===== src/hw/rtl/ipv6_address_validator_assert.svh =====
// Assertion macros shared by the validator RTL.
// No dependencies; included by the queue and parser modules.
`ifndef IPV6_ADDRESS_VALIDATOR_ASSERT_SVH
`define IPV6_ADDRESS_VALIDATOR_ASSERT_SVH

// expression holds at every edge out of reset
`define IPVAV_ASSERT_ALWAYS(label, clk, rst, expr, msg) \
  label: assert property (@(posedge clk) disable iff (rst) (expr)) else $error(msg);

// antecedent implies consequent in the same cycle
`define IPVAV_ASSERT_IMPL(label, clk, rst, ante, cons, msg) \
  label: assert property (@(posedge clk) disable iff (rst) (ante) |-> (cons)) \
    else $error(msg);

// antecedent implies consequent in the cycle after
`define IPVAV_ASSERT_NEXT(label, clk, rst, ante, cons, msg) \
  label: assert property (@(posedge clk) disable iff (rst) (ante) |=> (cons)) \
    else $error(msg);

`endif


===== src/hw/rtl/ipvav_pkg.sv =====
// Shared types and constants for the IPv6 address text validator.
// No dependencies.
`timescale 1ns / 1ps

package ipvav_pkg;

  localparam int QUEUE_DEPTH = 2;
  localparam int QUEUE_PTR_W = $clog2(QUEUE_DEPTH);
  localparam int QUEUE_CNT_W = $clog2(QUEUE_DEPTH + 1);

  localparam int OCTET_MAX     = 255;
  localparam int GROUPS_FULL   = 8;
  localparam int GROUP_LEN_MAX = 4;
  localparam int OCTETS_FULL   = 4;

  localparam logic [7:0] CH_COLON = 8'h3A;
  localparam logic [7:0] CH_DOT   = 8'h2E;
  localparam logic [7:0] CH_0     = 8'h30;
  localparam logic [7:0] CH_9     = 8'h39;
  localparam logic [7:0] CH_LA    = 8'h61;
  localparam logic [7:0] CH_LF    = 8'h66;
  localparam logic [7:0] CH_UA    = 8'h41;
  localparam logic [7:0] CH_UF    = 8'h46;

  localparam logic [3:0] ST_NONE         = 4'd0;
  localparam logic [3:0] ST_VALID        = 4'd0;
  localparam logic [3:0] ST_LOOPBACK     = 4'd1;
  localparam logic [3:0] ST_LEAD_COLON   = 4'd2;
  localparam logic [3:0] ST_LONG_GROUP   = 4'd3;
  localparam logic [3:0] ST_TRAIL_COLON  = 4'd4;
  localparam logic [3:0] ST_TRIPLE_COLON = 4'd5;
  localparam logic [3:0] ST_DOUBLE_DOT   = 4'd6;
  localparam logic [3:0] ST_TRAIL_DOT    = 4'd7;
  localparam logic [3:0] ST_OCTET_RANGE  = 4'd8;
  localparam logic [3:0] ST_ILLEGAL      = 4'd9;
  localparam logic [3:0] ST_OCTETS_MANY  = 4'd10;
  localparam logic [3:0] ST_OCTETS_FEW   = 4'd11;
  localparam logic [3:0] ST_GROUPS_MANY  = 4'd12;
  localparam logic [3:0] ST_GROUPS_FEW   = 4'd13;

  // one classified character beat
  typedef struct packed {
    logic       is_dig;
    logic       is_letter;
    logic       is_colon;
    logic       is_dot;
    logic [3:0] digit;
    logic       last;
  } cls_t;

endpackage


===== src/hw/rtl/ipvav_front.sv =====
// Input side: accepts character beats and classifies them for the queue.
// Depends on ipvav_pkg.
`timescale 1ns / 1ps

module ipvav_front (
  input  logic          in_valid,
  output logic          in_stall,
  input  logic [7:0]    ch,
  input  logic          last_char,
  input  logic          q_full,
  output logic          push,
  output ipvav_pkg::cls_t beat
);
  import ipvav_pkg::*;

  assign in_stall = q_full;
  assign push     = in_valid && !q_full;

  always_comb begin
    beat.is_dig    = (ch >= CH_0) && (ch <= CH_9);
    beat.is_letter = ((ch >= CH_LA) && (ch <= CH_LF)) || ((ch >= CH_UA) && (ch <= CH_UF));
    beat.is_colon  = (ch == CH_COLON);
    beat.is_dot    = (ch == CH_DOT);
    beat.digit     = ch[3:0];
    beat.last      = last_char;
  end

endmodule


===== src/hw/rtl/ipvav_queue.sv =====
// Short queue of classified beats between the front and the parser.
// Depends on ipvav_pkg and the assertion macro header.
`timescale 1ns / 1ps
`include "ipv6_address_validator_assert.svh"

module ipvav_queue (
  input  logic            clk,
  input  logic            rst,
  input  logic            push,
  input  ipvav_pkg::cls_t wr_beat,
  input  logic            pop,
  output logic            full,
  output logic            q_valid,
  output ipvav_pkg::cls_t rd_beat
);
  import ipvav_pkg::*;

  cls_t                   mem [QUEUE_DEPTH];
  logic [QUEUE_PTR_W-1:0] wr_ptr;
  logic [QUEUE_PTR_W-1:0] rd_ptr;
  logic [QUEUE_CNT_W-1:0] count;

  function automatic logic [QUEUE_PTR_W-1:0] ptr_inc(input logic [QUEUE_PTR_W-1:0] p);
    return (p == QUEUE_PTR_W'(QUEUE_DEPTH - 1)) ? '0 : p + 1'b1;
  endfunction

  assign full    = (count == QUEUE_CNT_W'(QUEUE_DEPTH));
  assign q_valid = (count != '0);
  assign rd_beat = mem[rd_ptr];

  always_ff @(posedge clk) begin
    if (rst) begin
      wr_ptr <= '0;
      rd_ptr <= '0;
      count  <= '0;
    end else begin
      if (push) wr_ptr <= ptr_inc(wr_ptr);
      if (pop) rd_ptr <= ptr_inc(rd_ptr);
      if (push && !pop) count <= count + 1'b1;
      else if (pop && !push) count <= count - 1'b1;
    end
  end

  always_ff @(posedge clk) begin
    if (push) mem[wr_ptr] <= wr_beat;
  end

  `IPVAV_ASSERT_ALWAYS(a_count_bound, clk, rst, count <= QUEUE_CNT_W'(QUEUE_DEPTH), "queue count overflow")
  `IPVAV_ASSERT_IMPL(a_pop_nonempty, clk, rst, pop, count != '0, "pop from empty queue")

endmodule


===== src/hw/rtl/ipvav_back.sv =====
// Parser: walks the address phases and registers the status, one queued beat
// a cycle; a stalled status holds a last beat. Uses ipvav_pkg, assert macros.
`timescale 1ns / 1ps
`include "ipv6_address_validator_assert.svh"

module ipvav_back (
  input  logic            clk,
  input  logic            rst,
  input  logic            q_valid,
  input  ipvav_pkg::cls_t beat,
  output logic            pop,
  output logic            out_valid,
  input  logic            out_stall,
  output logic [3:0]      status
);
  import ipvav_pkg::*;

  typedef enum logic [2:0] {
    PH_START, PH_HEX, PH_DBL, PH_COLON, PH_DOT, PH_DEC
  } phase_t;

  phase_t     phase, phase_next;
  logic       held, held_next;
  logic [5:0] group_count, group_count_next;
  logic [5:0] empty_count, empty_count_next;
  logic [2:0] group_len, group_len_next;
  logic [2:0] octet_count, octet_count_next;
  logic [8:0] octet_value, octet_value_next;
  logic       octet_stopped, octet_stopped_next;
  logic [1:0] loop_sum, loop_sum_next;
  logic       loop_spoiled, loop_spoiled_next;
  logic [3:0] first_error, first_error_next;
  logic [3:0] result;

  // {stopped, value}
  function automatic logic [9:0] octet_upd(input logic [8:0] v, input logic s,
                                           input cls_t c);
    logic [12:0] t;
    t = 13'(v) * 13'd10 + 13'(c.digit);
    if (s) return {s, v};
    if (!c.is_dig) return {1'b1, v};
    if (t > 13'(OCTET_MAX)) return {1'b0, 9'(OCTET_MAX + 1)};
    return {1'b0, t[8:0]};
  endfunction

  // {spoiled, sum}
  function automatic logic [2:0] loop_upd(input logic [1:0] sm, input logic sp,
                                          input cls_t c);
    logic [4:0] t;
    t = 5'(sm) + 5'(c.digit);
    if (sp) return {sp, sm};
    if (!c.is_dig) return {1'b1, sm};
    if (t > 5'd2) return {1'b0, 2'd2};
    return {1'b0, t[1:0]};
  endfunction

  assign pop = q_valid && (!beat.last || !out_valid || !out_stall);

  always_comb begin
    phase_t     ph_eff;
    logic       consume;
    logic       is_hex;
    logic [3:0] fc;
    logic [3:0] err;
    logic [2:0] oc_fin;
    logic [6:0] grp_sum;
    logic [6:0] grp_min;

    phase_next         = phase;
    held_next          = held;
    group_count_next   = group_count;
    empty_count_next   = empty_count;
    group_len_next     = group_len;
    octet_count_next   = octet_count;
    octet_value_next   = octet_value;
    octet_stopped_next = octet_stopped;
    loop_sum_next      = loop_sum;
    loop_spoiled_next  = loop_spoiled;
    first_error_next   = first_error;
    ph_eff             = phase;
    consume            = 1'b0;
    is_hex             = beat.is_dig || beat.is_letter;
    fc                 = ST_NONE;

    if (first_error == ST_NONE) begin
      if (held) begin
        held_next = 1'b0;
        if (beat.is_colon) begin
          if (empty_count != 6'd63) empty_count_next = empty_count + 6'd1;
          phase_next = PH_DBL;
        end else if (phase == PH_START) begin
          fc = ST_LEAD_COLON;
        end else begin
          phase_next = PH_COLON;
          ph_eff     = PH_COLON;
          consume    = 1'b1;
        end
      end else begin
        consume = 1'b1;
      end
    end

    if (consume) begin
      case (ph_eff)
        PH_START, PH_DBL, PH_COLON: begin
          if (is_hex) begin
            if (group_count != 6'd63) group_count_next = group_count + 6'd1;
            group_len_next = 3'd1;
            phase_next     = PH_HEX;
            {octet_stopped_next, octet_value_next} = octet_upd(9'd0, 1'b0, beat);
            {loop_spoiled_next, loop_sum_next} = loop_upd(loop_sum, loop_spoiled, beat);
          end else if (beat.is_colon) begin
            if (ph_eff != PH_START) fc = ST_TRIPLE_COLON;
            else if (beat.last) fc = ST_LEAD_COLON;
            else held_next = 1'b1;
          end else begin
            fc = ST_ILLEGAL;
          end
        end
        PH_HEX: begin
          if (is_hex) begin
            if (group_len < 3'd5) group_len_next = group_len + 3'd1;
            {octet_stopped_next, octet_value_next} =
              octet_upd(octet_value, octet_stopped, beat);
            {loop_spoiled_next, loop_sum_next} = loop_upd(loop_sum, loop_spoiled, beat);
          end else if (beat.is_dot) begin
            if (octet_value > 9'(OCTET_MAX)) fc = ST_OCTET_RANGE;
            else begin
              phase_next = PH_DOT;
              if (octet_count != 3'd7) octet_count_next = octet_count + 3'd1;
            end
          end else if (beat.is_colon) begin
            if (group_len > 3'(GROUP_LEN_MAX)) fc = ST_LONG_GROUP;
            else begin
              group_len_next = 3'd0;
              if (beat.last) fc = ST_TRAIL_COLON;
              else held_next = 1'b1;
            end
          end else begin
            fc = ST_ILLEGAL;
          end
        end
        PH_DOT: begin
          if (beat.is_dig) begin
            phase_next = PH_DEC;
            {octet_stopped_next, octet_value_next} = octet_upd(9'd0, 1'b0, beat);
          end else if (beat.is_dot) fc = ST_DOUBLE_DOT;
          else fc = ST_ILLEGAL;
        end
        PH_DEC: begin
          if (beat.is_dig) begin
            {octet_stopped_next, octet_value_next} =
              octet_upd(octet_value, octet_stopped, beat);
          end else if (beat.is_dot) begin
            if (octet_value > 9'(OCTET_MAX)) fc = ST_OCTET_RANGE;
            else if (beat.last) fc = ST_TRAIL_DOT;
            else begin
              phase_next = PH_DOT;
              if (octet_count != 3'd7) octet_count_next = octet_count + 3'd1;
            end
          end else begin
            fc = ST_ILLEGAL;
          end
        end
        default: fc = ST_ILLEGAL;
      endcase
    end

    if (fc != ST_NONE) begin
      first_error_next = fc;
      held_next        = 1'b0;
    end

    // end-of-address checks
    err    = first_error_next;
    oc_fin = octet_count_next;
    if (err == ST_NONE) begin
      if (phase_next == PH_HEX && group_len_next > 3'(GROUP_LEN_MAX)) err = ST_LONG_GROUP;
      else if (phase_next == PH_DEC) begin
        if (octet_value_next > 9'(OCTET_MAX)) err = ST_OCTET_RANGE;
        else if (octet_count_next != 3'd7) oc_fin = octet_count_next + 3'd1;
      end
    end
    grp_sum = 7'(empty_count_next) + 7'(group_count_next >> 1) + 7'(oc_fin);
    grp_min = 7'(oc_fin >> 1) + 7'(group_count_next);
    if (err != ST_NONE) result = err;
    else if (oc_fin > 3'(OCTETS_FULL)) result = ST_OCTETS_MANY;
    else if (oc_fin != 3'd0 && oc_fin < 3'(OCTETS_FULL)) result = ST_OCTETS_FEW;
    else if (grp_sum > 7'(GROUPS_FULL)) result = ST_GROUPS_MANY;
    else if (empty_count_next == 6'd0 && grp_min < 7'(GROUPS_FULL)) result = ST_GROUPS_FEW;
    else if (!loop_spoiled_next && loop_sum_next == 2'd1) result = ST_LOOPBACK;
    else result = ST_VALID;
  end

  always_ff @(posedge clk) begin
    if (rst) begin
      phase         <= PH_START;
      held          <= 1'b0;
      group_count   <= '0;
      empty_count   <= '0;
      group_len     <= '0;
      octet_count   <= '0;
      octet_value   <= '0;
      octet_stopped <= 1'b0;
      loop_sum      <= '0;
      loop_spoiled  <= 1'b0;
      first_error   <= ST_NONE;
      out_valid     <= 1'b0;
      status        <= ST_VALID;
    end else begin
      if (pop && beat.last) begin
        phase         <= PH_START;
        held          <= 1'b0;
        group_count   <= '0;
        empty_count   <= '0;
        group_len     <= '0;
        octet_count   <= '0;
        octet_value   <= '0;
        octet_stopped <= 1'b0;
        loop_sum      <= '0;
        loop_spoiled  <= 1'b0;
        first_error   <= ST_NONE;
        out_valid     <= 1'b1;
        status        <= result;
      end else begin
        if (pop) begin
          phase         <= phase_next;
          held          <= held_next;
          group_count   <= group_count_next;
          empty_count   <= empty_count_next;
          group_len     <= group_len_next;
          octet_count   <= octet_count_next;
          octet_value   <= octet_value_next;
          octet_stopped <= octet_stopped_next;
          loop_sum      <= loop_sum_next;
          loop_spoiled  <= loop_spoiled_next;
          first_error   <= first_error_next;
        end
        if (!out_stall) out_valid <= 1'b0;
      end
    end
  end

  `IPVAV_ASSERT_NEXT(a_reset_after_last, clk, rst, pop && beat.last, phase == PH_START && first_error == ST_NONE && !held, "parser not cleared after last beat")
  `IPVAV_ASSERT_NEXT(a_error_sticky, clk, rst, first_error != ST_NONE && !(pop && beat.last), first_error == $past(first_error), "first error overwritten")
  `IPVAV_ASSERT_IMPL(a_held_phase, clk, rst, held, phase == PH_START || phase == PH_HEX, "colon held in wrong phase")

endmodule


===== src/hw/rtl/ipv6_address_validator.sv =====
// IPv6 address text validator.
// Channels: in_valid/in_stall carry ch and last_char, one character per beat;
// the beat with last_char high closes the address. out_valid/out_stall carry
// status, one beat per address: 0 valid, 1 loopback, 2..13 the first error.
// Throughput: one character per cycle while the output is not stalled, set
// by the parser step. The last character passes the queue entry and then
// the parser's status register before its status is offered.
// A stalled status holds in the output register; the parser then stops only
// at the next last beat, and the two-entry queue fills before in_stall rises.
// Reset (rst, synchronous) empties the queue, drops any pending status and
// returns the parser to the start of an address.
// Depends on ipvav_pkg, ipvav_front, ipvav_queue and ipvav_back.
`timescale 1ns / 1ps

module ipv6_address_validator (
  input  logic       clk,
  input  logic       rst,
  input  logic       in_valid,
  output logic       in_stall,
  input  logic [7:0] ch,
  input  logic       last_char,
  output logic       out_valid,
  input  logic       out_stall,
  output logic [3:0] status
);
  import ipvav_pkg::*;

  logic push;
  logic pop;
  logic q_full;
  logic q_valid;
  cls_t wr_beat;
  cls_t rd_beat;

  ipvav_front u_front (
    .in_valid  (in_valid),
    .in_stall  (in_stall),
    .ch        (ch),
    .last_char (last_char),
    .q_full    (q_full),
    .push      (push),
    .beat      (wr_beat)
  );

  ipvav_queue u_queue (
    .clk     (clk),
    .rst     (rst),
    .push    (push),
    .wr_beat (wr_beat),
    .pop     (pop),
    .full    (q_full),
    .q_valid (q_valid),
    .rd_beat (rd_beat)
  );

  ipvav_back u_back (
    .clk       (clk),
    .rst       (rst),
    .q_valid   (q_valid),
    .beat      (rd_beat),
    .pop       (pop),
    .out_valid (out_valid),
    .out_stall (out_stall),
    .status    (status)
  );

endmodule

===== config.mk =====
export PLATFORM = sky130hd
export DESIGN_NAME = ipv6_address_validator
export DESIGN_NICKNAME = d
export VERILOG_FILES = /design/src/hw/rtl/ipvav_pkg.sv /design/src/hw/rtl/ipvav_front.sv /design/src/hw/rtl/ipvav_queue.sv /design/src/hw/rtl/ipvav_back.sv /design/src/hw/rtl/ipv6_address_validator.sv
export VERILOG_INCLUDE_DIRS = /design/src /design/src/hw/rtl
export SDC_FILE = /design/constraint.sdc
export NUM_CORES = 1
export LEC_CHECK = 0
export ABC_AREA = 0
export BUFFER_PORTS_ARGS = -buffer_cell sky130_fd_sc_hd__buf_2
export CAP_MARGIN = 5
export CORE_MARGIN = 2
export CORE_UTILIZATION = 68
export DETAILED_ROUTE_END_ITERATION = 7
export HOLD_SLACK_MARGIN = 0.03
export PLACE_DENSITY = 0.93
export SYNTH_ARGS = -nofsm -noshare
export SYNTH_HDL_FRONTEND = slang
export SYNTH_SLANG_ARGS = --single-unit

===== constraint.sdc =====
create_clock -name clk -period 16.7 [get_ports clk]
set_input_delay 0.835 -clock clk [delete_from_list [all_inputs] [get_ports clk]]
set_output_delay 0.835 -clock clk [all_outputs]
set_load 0.005 [all_outputs]

# Word-level counts from Yosys, hierarchy flattened
# Memory sizes are Yosys's and may differ from the RTL's. A register that Yosys moved wholly into a read port is not among the register bits.
# Index checks and enable logic that the tools add are counted.
[word_totals]
ff_bits = 48
mem_bits_rw = 18
in_bits = 13
out_inout_bits = 6
elab_cells = 328
mem_count = 1
[classes]
add_sub_neg = 14
multipliers = 1
n_lt_le_gt_ge = 18
eq_ne = 20
muxes = 220
reduce_logical = 38
[mem_list]
columns = ["name", "depth", "word_bits", "rd", "rd_clocked_by_memory_dff", "wr", "line", "text"]
rows = [
  ["u_queue.mem", 2, 9, 1, 1, 1, "ipvav_queue.sv:18", "cls_t mem [QUEUE_DEPTH];"],
]
[ops]
columns = ["op", "count"]
rows = [
  ["two-way mux 10 bit", 17],
  ["two-way mux 3 bit", 47],
  ["two-way mux 4 bit", 30],
  ["two-way mux 1 bit", 98],
  ["two-way mux 6 bit", 8],
  ["two-way mux 9 bit", 5],
  ["case mux 9 bit (4 select lines)", 1],
  ["> comparator 9 x 8 -> 1 bit (second input constant)", 2],
  ["equality test 8 x 6 -> 1 bit (second input constant)", 2],
  ["greater-or-equal comparator 8 x 7 -> 1 bit (second input constant)", 2],
  ["less-or-equal comparator 8 x 7 -> 1 bit (second input constant)", 2],
  ["case mux 4 bit (4 select lines)", 1],
  ["adder 13 x 4 -> 13 bit", 1],
  ["> comparator 13 x 8 -> 1 bit (second input constant)", 1],
  ["adder 6 x 1 -> 6 bit (second input constant)", 2],
  ["logical AND 1 bit", 12],
  ["multiplier 9 x 3 -> 12 bit (second input constant)", 1],
  ["two-way mux 2 bit", 6],
  ["!= test 6 bit (second input constant)", 2],
  ["case mux 3 bit (2 select lines)", 2],
  ["case mux 3 bit (4 select lines)", 1],
  ["nonzero test 4 bit", 3],
  ["!= test 2 x 1 -> 1 bit (second input constant)", 5],
  ["adder 3 x 1 -> 3 bit (second input constant)", 3],
  ["34 further kinds", 57],
]

# Logic depth before layout (Yosys ltp)
# Gate-level depths: netlist of run 1.
[logic_depth]
ltp_word = 36
depth_mapped = 24
mapped_depth_nobuf = 23

# Cells and area by module
# Synthesis of run 1 repeated with hierarchy kept, for this count alone.
[hier_totals]
cells_unflattened = 617
area_unflattened_um2 = 5252.5
[by_module_without_submodules]
columns = ["module", "n_inst", "cells_each", "area_per_inst_um2", "seq_area_each_um2"]
rows = [
  ["ipvav_back", 1, 549, 4256.6, 880.8],
  ["ipvav_queue", 1, 50, 857.1, 640.6],
  ["ipvav_front", 1, 18, 138.9, 0.0],
]

# Worst setup path before layout of run 1
# No wires, ideal clock.
[synth_path]
path_kind = "register -> register"
startpoint = "reg (tool-made name)"
endpoint = "reg u_back.status[0]"
setup_ps = 91
arrival_ps = 5120
required_ps = 16609
slack_ps = 11489
stages_incl_launch_ff = 24
n_path_buf = 2
synth_period_minus_slack_ps = 5211
cell_sequence = "dfxtp_1 > buf_4 > buf_2 > mux2_2 > ha_1 > a21o_1 > nand2_1 > or3_1 > a2111oi_0 > a2111oi_4 > o21ai_2 > or3_1 > nand2_1 > fa_1 > inv_1 > ha_1 > fa_1 > nor2b_1 > a31oi_1 > nor3_1 > o21ai_0 > a21oi_1 > o21ai_1 > a311oi_1"
[synth_rtl]
columns = ["item", "line", "text"]
rows = [
  ["to (signal assigned)", "ipvav_back.sv:224", "status <= result;"],
  ["to (decl)", "ipvav_back.sv:14", "output logic [3:0] status"],
]

==> flow_summary_export.csv, run 1 <==
group,metric,value,unit
outcome,run_status,"complete, but fails checks",
outcome,violations,"max-capacitance violations",
grt,grt_max_degree,40,
sta,skew,0.0176,ns
power,power.leakage,2.20,nW
grt,grt_pass1_wl,22700,um
hold_path,hold_class,"reg -> reg",
grt,antenna_found_initial,0,
sta,setup_violations,0,
cts,clk_root_buffer_cell,"clkbuf_8",
cts,htreeDepth,3,
cts,cts_num_sinks,67,
detailed_routing,dr.pass1.iters,6,
synthesis,ys.warnings.count,0,
power,ir_drop,226,uV
sta,tightest_slew,1.43,ns
synthesis,syn_inst,595,
grt,track_usage,33.8,%
sta,slew_headroom,1.97,%
synthesis,synth_flop_cell,"dfxtp_1",
detailed_routing,drtIter0Drc,608,
power,sw_frac_of_total,50.9,%
detailed_routing,drt-total-wl,13600,um
detailed_routing,wire_per_inst,19.1,um
synthesis,syn_area,5150,um^2
power,power.density,181,nW/um^2
die,die_w,91.0,um
synthesis,ys_seq_area_share,29.6,%
power,pwr-share-comb,59.1,%
power,p_seq_share,26.1,%
worst_setup_path,required,16.97,ns
sta,finalCriticalPeriod,6.10,ns
power,p_sw,0.502,mW
cts,post_cts_buffers,0,
detailed_routing,viasPerCell,6.84,
sta,finalCritPeriodShare,36.5,%
sta,fmax,164,MHz
synthesis,syn_area_per_cell,8.65,um^2
synthesis,synth_edf_count,18,
cts,cts_buffer_depth,2,
die,initial_core_util,70.6,%
place,place_ws,10.79,ns
worst_setup_path,critPathMaxFanout,20,
cts,clkLatencyLatePin,0.36,ns
place,dp_hpwl,9990,um
cells_and_area,syn_to_final_growth,5.98,%
sta,setup_ws,10.60,ns
synthesis,ys_async_sr_fraction,0,%
sta,finalHoldViolCount,0,
place,gp_congestion,1.09,
detailed_routing,ant_nets,0,
sta,slew_violations,0,
sta,rsz0062_at_grt,"false",
power,clkPwrFrac,14.7,%
worst_setup_path,crit_type,"reg -> reg",
synthesis,yosysUniqueCellTypes,96,
cts,clkTransAtPathRegs,0.08,ns
cts,cts_buffers,9,
die,die-area,8280,um^2
sta,setup_tns,0,ns
grt,grt_pass1_vias,4697,
worst_setup_path,worst_setup_path_end_kind,"flip-flop",
die,rows,31,
detailed_routing,post-route-drc-count,0,
cts,cts_tree,"yes",
worst_setup_path,critPathArrivalTime,6.37,ns
die,pin_count,19,
die,fp.dieH,91.0,um
synthesis,synth_fp_nets,649,
die,coreArea,7290,um^2
cts,cts_resized,0,
worst_setup_path,critPathLaunchType,"flip-flop",
synthesis,ys_seq_elements,67,
place,port_buffers,18,
cells_and_area,drive_above_1_share,13.3,%
cells_and_area,nNetsFinal,659,
power,p_int,0.484,mW
flow_run,cap_violations,1,
grt,overflow,0,
cts,cts.hold.buffers_added,0,
detailed_routing,num_vias,4857,
-- layout make-up --
type | instances | area, um^2
Tap cell | 99 | 124
Sequential cell | 67 | 1520
Inverter | 25 | 93.8
Antenna cell | 1 | 2.50
Timing Repair Buffer | 21 | 113
Fill cell | 562 | 1840
Multi-Input combinational cell | 481 | 3400
Clock inverter | 7 | 82.6
Clock buffer | 9 | 124
-- power groups by stage --
stage / logic [mW] / registers (mW) / clock network [mW]
final: 0.583 / 0.257 / 0.145
after global routing: 0.631 / 0.262 / 0.154
after CTS: 0.566 / 0.255 / 0.146
after detailed placement: 0.563 / 0.258 / 0
after global placement: 0.548 / 0.256 / 0
after floorplan: 0.450 / 0.234 / 0
-- cells in the mapped netlist, types with 3 or more instances --
| cell type | count | area (um^2) |
|---|---|---|
| a32oi_1 | 4 | 35.0 |
| nand4_1 | 7 | 43.8 |
| nor2b_1 | 6 | 37.5 |
| ha_1 | 34 | 425 |
| o2111ai_1 | 4 | 35.0 |
| nor4_1 | 7 | 43.8 |
| o21a_1 | 3 | 22.5 |
| a31oi_1 | 7 | 43.8 |
| a211oi_1 | 14 | 105 |
| or3_1 | 6 | 37.5 |
| or2_2 | 4 | 25.0 |
| inv_1 | 24 | 90.1 |
| nand2b_1 | 4 | 25.0 |
| and2_1 | 5 | 31.3 |
| nand3_1 | 13 | 65.1 |
| a22oi_1 | 7 | 52.6 |
| a22o_1 | 6 | 52.6 |
| o31a_1 | 3 | 26.3 |
| dfxtp_1 | 49 | 981 |
| fa_1 | 7 | 140 |
| o31ai_1 | 4 | 30.0 |
| xor2_1 | 11 | 96.3 |
| nand2_1 | 53 | 199 |
| nor3_1 | 19 | 95.1 |
| a2111oi_0 | 3 | 26.3 |
| mux2i_1 | 10 | 100 |
| edfxtp_1 | 18 | 541 |
| nor2_1 | 70 | 263 |
| a21oi_1 | 45 | 225 |
| o21ai_0 | 19 | 95.1 |
| o211ai_1 | 8 | 60.1 |
| clkbuf_8 | 3 | 41.3 |
| clkbuf_1 | 10 | 37.5 |
| nor3b_1 | 3 | 22.5 |
| a311oi_1 | 4 | 35.0 |
| mux2_2 | 11 | 124 |
| a21o_1 | 5 | 37.5 |
| xnor2_1 | 9 | 78.8 |
| and3_1 | 5 | 31.3 |
-- worst paths after layout --
path	from	end	slack, ns	cells past startpoint
setup reg to reg	flip-flop	u_back.status[0]	10.60	21
hold reg to reg	u_back.group_count[5]	u_back.group_count[5]	0.48	2
setup / recovery	flip-flop	u_back.status[0]	10.60	21
hold / removal	u_back.group_count[5]	u_back.group_count[5]	0.48	2
-- placed cells by master (no fill, tap or decap), drive strengths merged, types with 11 or more instances in the layout --
cell,instances
mux2i,11
nor2,70
nand2,54
a211oi,15
o21ai,21
a21oi,46
ha,34
inv,28
nor3,19
mux2,11
dfxtp,49
buf,21
nand3,14
edfxtp,18
xor2,11
-- cell families after synthesis --
logic type	synth area share (%)
simple gates	23.0
compound gates	23.9
flops	29.6
buf+inv	4.52
fa+ha+maj	11.0
mux	4.62
xor+xnor	3.40
-- stage by stage --
step           cells  utilization (%)  area, um^2  hold slack, ns  total power [mW]
2_1_floorplan    595                -        5150           0.450             0.684
3_3_place_gp     693             72.0        5250           0.465             0.804
3_5_place_dp     693             72.0        5250           0.473             0.821
4_1_cts          709             74.8        5450           0.485             0.968
5_1_grt          709             74.8        5450           0.527              1.05
6_report         710             74.8        5460           0.485             0.985
-- registers in the layout (all words and copies together), names as in the netlist, 2 cells and up, named ones only --
| signal | count |
|---|---|
| u_queue.mem | 18 |
| u_back.loop_sum | 2 |
| u_back.octet_count | 3 |
| u_back.group_count | 6 |
| u_back.first_error | 4 |
| u_back.group_len | 3 |
| u_back.phase | 3 |
| u_back.empty_count | 6 |
| u_queue.count | 2 |
| u_back.octet_value | 9 |
| u_back.status | 4 |
-- per-layer routing --
| metal | vias to the layer above | wire [um] | GRT usage (%) |
|---|---|---|---|
| met5 | - | 0 | 0 |
| met3 | 48 | 1240 | 5.89 |
| li1 | 2261 | - | - |
| met4 | 0 | 327 | 11.5 |
| met2 | 250 | 6310 | 55.4 |
| met1 | 2298 | 5700 | 45.2 |
-- worst max-delay path, cell delays in order, from the launching register on --
cell       delay, ns
dfxtp_1         0.85
mux2_2          0.45
ha_1            0.36
and3b_1         0.18
a32oi_1         0.08
nor4_1          0.45
a2111oi_0       0.29
a2111oi_4       0.50
o21ai_2         0.18
o21bai_1        0.20
nand2_1         0.11
fa_1            0.54
inv_1           0.05
ha_1            0.22
fa_1            0.41
nor2b_1         0.12
a31oi_1         0.09
nor3_1          0.23
o21ai_0         0.13
a21oi_1         0.18
o21ai_1         0.09
a311oi_1        0.27
(Power assumes the default switching activity.)
==> run 2, diff against run 1 <==
--- a/config.mk
+++ b/config.mk
@@ -10,10 +10,10 @@
 export BUFFER_PORTS_ARGS = -buffer_cell sky130_fd_sc_hd__buf_2
 export CAP_MARGIN = 5
 export CORE_MARGIN = 2
-export CORE_UTILIZATION = 68
+export CORE_UTILIZATION = 57
 export DETAILED_ROUTE_END_ITERATION = 7
 export HOLD_SLACK_MARGIN = 0.03
-export PLACE_DENSITY = 0.93
+export PLACE_DENSITY = 0.84
 export SYNTH_ARGS = -nofsm -noshare
 export SYNTH_HDL_FRONTEND = slang
 export SYNTH_SLANG_ARGS = --single-unit
==> constraint.sdc (replaced) <==
create_clock -name clk -period 5.3 [get_ports clk]
set_input_delay 0.265 -clock clk [delete_from_list [all_inputs] [get_ports clk]]
set_output_delay 0.265 -clock clk [all_outputs]
set_load 0.005 [all_outputs]
==> run 2 against run 1 <==
  * The flow now finishes without violations
  * Wire length grew 7.2%
  * Worst setup slack lost 10 ns
  * Sequential cell count is the same
  * Clock skew shrank 0.0080 ns
  * Total power grew to 3.4 times the previous value
  * Highest routed layer unchanged
  * Utilization shrank 6.2 points
  * Register-to-register slack lost 10 ns
  * Clock power grew to 2.9 times the previous value
  * Count of clock-buffer cells in the layout grew 2
==> flow_summary_export.csv, run 2 (synthesis gave the netlist of run 1 again) <==
group,metric,value,unit
place,dp_hpwl,10500,um
worst_setup_path,max_stage_delay,0.44,ns
cells_and_area,stdcell_count,763,
sta,fmax,195,MHz
sta,slew_headroom,42.0,%
cts,clk_root_buffer_cell,"clkbuf_8",
power,ir_drop,564,uV
worst_setup_path,rr_endpoint,"u_back.status[0]",
outcome,run_status,"complete, no violations",
detailed_routing,num_vias,5048,
detailed_routing,ant_nets,0,
worst_setup_path,required,5.56,ns
die,die_w,99.0,um
cts,cts_buffer_depth,2,
worst_setup_path,crit_chain,"buf_6 -> mux2_2 -> o31a_4 -> a311oi_2 -> buf_4 -> mux2_2 -> ha_1 -> inv_1 -> o21ai_2 -> or3_4 -> nand2_2 -> fa_1 -> inv_2 -> ha_4 -> fa_2 -> nor2_2 -> a21oi_2 -> nor3_2 -> o21ai_1 -> a21oi_1 -> o21ai_1 -> a311oi_1",
sta,setup_ws,0.173,ns
worst_setup_path,reg2reg_slack,0.17,ns
die,fp.dieH,99.0,um
worst_setup_path,worst_setup_path_end_kind,"flip-flop",
detailed_routing,drt-total-wl,14500,um
power,power,3.38,mW
cells_and_area,top_regs,"u_queue.mem x18, u_back.octet_value x9",
detailed_routing,drtIter0Drc,554,
detailed_routing,wl_met1,6130,um
sta,finalCritPeriodShare,96.7,%
cells_and_area,drive_above_1_share,23.5,%
cells_and_area,largest_reg_flops,18,
place,place_ws,-0.217,ns
grt,antenna_found_initial,0,
place,placed_area,5570,um^2
sta,slew_violations,0,
cells_and_area,fin_area,5980,um^2
cells_and_area,syn_to_final_growth,16.2,%
cells_and_area,top_register,"u_queue.mem",
detailed_routing,top_layer_used,"met4",
hold_path,worstHoldStart,"last_char",
detailed_routing,wire_per_inst,19.1,um
sta,setup_violations,0,
worst_setup_path,critPathArrivalTime,5.39,ns
cells_and_area,final_common_cell,"nor2_1",
cts,cts_buffers,9,
sta,rsz0062_at_grt,"true",
sta,skew,0.00970,ns
grt,grt_pass1_vias,4905,
cts,clkLatencyLatePin,0.35,ns
cells_and_area,final_cell_mix,"nor2_1 (68), nand2_1 (52), buf_4 (47)",
worst_setup_path,path_buf_inv,4,
cells_and_area,fin_util,68.6,%
grt,track_usage,29.6,%
sta,finalCriticalPeriod,5.13,ns
sta,setup_tns,0,ns
detailed_routing,dr.pass1.iters,5,
detailed_routing,viasPerCell,6.62,
grt,overflow,0,
sta,holdWs,0.0972,ns
power,power.density,565,nW/um^2
cts,clkTransAtPathRegs,0.08,ns
cts,cts_num_sinks,67,
flow_run,cap_violations,0,
die,coreArea,8720,um^2
cells_and_area,num_antenna_cells,0,
cts,cts_tree,"yes",
sta,finalHoldViolCount,0,
worst_setup_path,slowest_stage,"fa_2",
place,gp_congestion,0.993,
cells_and_area,nNetsFinal,704,
die,die-area,9810,um^2
hold_path,hold-path-cell-count,1,
die,pin_count,19,
detailed_routing,route.met2.wl,6790,um
hold_path,hold_class,"in -> reg",
power,power.leakage,2.43,nW
worst_setup_path,crit_type,"reg -> reg",
place,port_buffers,18,
worst_setup_path,critPathLaunchType,"flip-flop",
die,initial_core_util,59.0,%
worst_setup_path,critPathMaxFanout,10,
detailed_routing,route.met3.wl,1280,um
detailed_routing,post-route-drc-count,0,
grt,grt_pass1_wl,23700,um
worst_setup_path,r2r_cells,22,
worst_setup_path,cp_top_family,"compound AO/OA/AOI/OAI gates",
grt,grt_max_degree,40,
cts,htreeDepth,3,
hold_path,min_to,"u_queue.mem[0][0]",
sta,tightest_slew,0.871,ns
place,dp.cells,744,
die,rows,34,
==> run 2: cell count changes in the layout (fill, tap and decap cells not counted), moves of 3 or more <==
cell / change
buf_4: +44
ha_1: -6
ha_4: +5
dfxtp_1: -4
dfxtp_2: +3
inv_1: -3
inv_2: +3
==> run 2: metal layers <==
layer	vias to the layer above	GRT usage [%]
li1	2350	-
met1	2368	39.6
met2	284	47.9
met3	46	4.68
met4	0	11.8
met5	-	0
==> run 2: what timing repair did <==
item | 4_1_cts | 5_1_grt
pin swaps | 1 | 20
resized for setup | 4 | 37
endpoints found under the setup margin | 3 | 3
hold buffers | 0 | 0
buffers inserted | 1 | 2
==> run 2: layout make-up <==
| type | count | area (um^2) |
|---|---|---|
| sequential | 67 | 1530 |
| fill | 670 | 2740 |
| clock inverter | 5 | 42.5 |
| tap | 108 | 135 |
| inverter | 25 | 93.8 |
| clock buffer | 11 | 153 |
| multi-input combinational | 481 | 3570 |
| timing repair buffer | 66 | 454 |
==> run 2: power by group <==
part	internal (mW)	switching, mW
clock	0.204	0.220
combinational	0.854	1.32
sequential	0.647	0.134
total	1.71	1.68
==> run 2: worst reg2reg max path, stage by stage, from the launching register on <==
cell and delay (ns):
dfxtp_1 0.41, buf_6 0.18, mux2_2 0.40, o31a_4 0.37, a311oi_2 0.27, buf_4 0.17
mux2_2 0.35, ha_1 0.22, inv_1 0.08, o21ai_2 0.08, or3_4 0.42, nand2_2 0.07
fa_1 0.43, inv_2 0.09, ha_4 0.14, fa_2 0.44, nor2_2 0.14, a21oi_2 0.06
nor3_2 0.16, o21ai_1 0.10, a21oi_1 0.12, o21ai_1 0.07, a311oi_1 0.26
==> run 2: how the worst max path moves through the flow <==
stage,endpoint,startpoint,slack (ns),cells after the start
floorplan,u_back.status[0],flip-flop,0.09,23
global placement,u_back.status[0],u_back.octet_value[1],0.002,23
detailed placement,u_back.status[0],u_back.octet_value[1],-0.22,23
CTS,u_back.status[0],u_back.octet_value[1],0.009,23
global route,u_back.status[0],u_back.octet_value[3],-0.12,22
finish,u_back.status[0],flip-flop,0.17,22
==> run 3, diff against run 2 <==
--- a/config.mk
+++ b/config.mk
@@ -7,7 +7,7 @@
 export NUM_CORES = 1
 export LEC_CHECK = 0
 export ABC_AREA = 0
-export BUFFER_PORTS_ARGS = -buffer_cell sky130_fd_sc_hd__buf_2
+export BUFFER_PORTS_ARGS = -buffer_cell sky130_fd_sc_hd__buf_4
 export CAP_MARGIN = 5
 export CORE_MARGIN = 2
 export CORE_UTILIZATION = 57
==> run 3 against run 2 <==
  * Cell area rose by 2.6%
  * The flow now finishes with violations (negative setup slack)
  * Largest cell class unchanged
  * Fmax fell by 4.4%
  * Non-clock buffer count rose by 16
  * Sequential share of layout area fell by 0.66 points
  * Via count rose by 1.7%
  * Register-to-register slack got worse by 0.24 ns
  * Clock power rose by 9.9%
  * Critical path depth rose by 2
  * Total power rose by 3.3%
  * Sequential power fell by 0.8%
  * Die area did not move
  * First-iteration DRC count did not move
==> flow_summary_export.csv, run 3 (synthesis gave the netlist of run 1 again) <==
group,metric,value,unit
sta,fmax,186,MHz
sta,slew_headroom,39.6,%
cells_and_area,fin_area,6130,um^2
sta,finalHoldViolCount,0,
cells_and_area,top_regs,"u_queue.mem x18, u_back.octet_value x9",
worst_setup_path,cp_top_family,"adder cells",
worst_setup_path,crit_chain,"ha_4 -> ha_4 -> inv_2 -> fa_1 -> and3b_1 -> a32oi_2 -> nor4_4 -> buf_4 -> and3_4 -> a2111oi_4 -> o21ai_2 -> or3_4 -> nand2_4 -> fa_1 -> inv_2 -> ha_4 -> fa_2 -> nor2_2 -> a21oi_2 -> nor3_2 -> o21ai_1 -> a21oi_1 -> o21ai_1 -> a311oi_1",
outcome,violations,"negative setup slack",
cells_and_area,final_cell_mix,"buf_4 (82), nor2_1 (68), nand2_1 (52)",
die,fp.dieH,99.0,um
detailed_routing,ant_nets,0,
worst_setup_path,worst_setup_path_end_kind,"flip-flop",
flow_run,cap_violations,0,
cts,cts_tree,"yes",
cts,cts_buffer_depth,2,
die,rows,34,
detailed_routing,post-route-drc-count,0,
cells_and_area,nNetsFinal,720,
sta,rsz0062_at_grt,"true",
power,ir_drop,501,uV
sta,setup_ws,-0.0622,ns
worst_setup_path,crit_type,"reg -> reg",
die,die_w,99.0,um
cts,cts_num_sinks,67,
hold_path,hold_class,"in -> reg",
detailed_routing,drt-total-wl,14900,um
detailed_routing,dr.pass1.iters,7,
worst_setup_path,critPathMaxFanout,3,
cells_and_area,num_antenna_cells,0,
worst_setup_path,slowest_stage,"fa_1",
worst_setup_path,max_stage_delay,0.54,ns
detailed_routing,num_vias,5134,
place,placed_area,5690,um^2
sta,tightest_slew,0.903,ns
power,power.leakage,2.52,nW
cts,htreeDepth,3,
sta,skew,0.0138,ns
detailed_routing,viasPerCell,6.59,
grt,overflow,0,
cts,clk_root_buffer_cell,"clkbuf_8",
sta,finalCriticalPeriod,5.36,ns
place,port_buffers,18,
cells_and_area,fin_util,70.3,%
worst_setup_path,critPathLaunchType,"flip-flop",
sta,setup_violations,2,
worst_setup_path,path_buf_inv,3,
grt,grt_max_degree,40,
cells_and_area,drive_above_1_share,25.0,%
die,coreArea,8720,um^2
cts,clkTransAtPathRegs,0.09,ns
sta,holdWs,0.0935,ns
worst_setup_path,reg2reg_slack,-0.06,ns
outcome,run_status,"complete, but fails checks",
cells_and_area,final_common_cell,"buf_4",
detailed_routing,drtIter0Drc,554,
die,pin_count,19,
cells_and_area,largest_reg_flops,18,
sta,finalCritPeriodShare,101,%
die,initial_core_util,59.0,%
worst_setup_path,required,5.55,ns
cells_and_area,syn_to_final_growth,19.1,%
worst_setup_path,crit_path_frequent_cell,"ha_4",
grt,grt_pass1_vias,4908,
grt,antenna_found_initial,0,
power,power,3.49,mW
grt,track_usage,30.8,%
cells_and_area,top_register,"u_queue.mem",
sta,slew_violations,0,
cts,cts_buffers,9,
grt,grt_pass1_wl,24500,um
place,gp_congestion,0.990,
die,die-area,9810,um^2
place,dp_hpwl,10800,um
power,power.density,569,nW/um^2
detailed_routing,wire_per_inst,19.2,um
cts,clkLatencyLatePin,0.35,ns
worst_setup_path,critPathArrivalTime,5.62,ns
[run 3: changes by cell type in the layout (fill, tap and decap cells not counted), moves of 2 or more]
cell	delta
buf_4	+35
inv_6	-3
buf_2	-18
a2111oi_4	-2
clkinvlp_4	+2
[run 3: area by class of cell]
cell class	instances	area [um^2]
clock buffers	11	153
clock inverters	5	61.3
flip-flops and latches	67	1530
fillers	637	2590
repair buffers	82	616
well taps	108	135
inverters	25	93.8
multi-input cells	481	3550
[run 3: worst paths after layout]
check,startpoint,endpoint,cells after the start
max,u_back.octet_value[1],u_back.status[0],24
min reg2reg,u_back.group_count[5],u_back.group_count[5],2
max reg2reg,u_back.octet_value[1],u_back.status[0],24
min,last_char,u_queue.mem[1][0],1
[run 3: report_power, final]
| part | switching (mW) | internal (mW) |
|---|---|---|
| Sequential | 0.128 | 0.647 |
| Clock | 0.219 | 0.247 |
| Combinational | 1.34 | 0.912 |
| Total | 1.69 | 1.81 |
[run 3: stage by stage]
stage	cells	TNS [ns]	setup WS, ns
final	779	-0.0895	-0.0622
after global routing	779	-0.659	-0.279
after CTS	773	0	0.00567
after detailed placement	753	-0.500	-0.219
after global placement	753	0	0.00807
after floorplan	595	0	0.0889
[run 3: routing by layer]
metal / track usage, % / part of all wire [%] / vias to the layer above
met2: 52.0 / 48 / 236
met4: 8.54 / 1.9 / 0
li1: - / - / 2379
met5: 0 / 0 / -
met1: 41.7 / 44 / 2485
met3: 3.83 / 6.8 / 34
[run 3: what timing repair did]
item,4_1_cts,5_1_grt
setup endpoints to repair,3,3
endpoints found under the hold margin,0,0
setup buffers,4,6
hold buffers,0,0
gates resized for setup,5,32
pin swaps,7,19
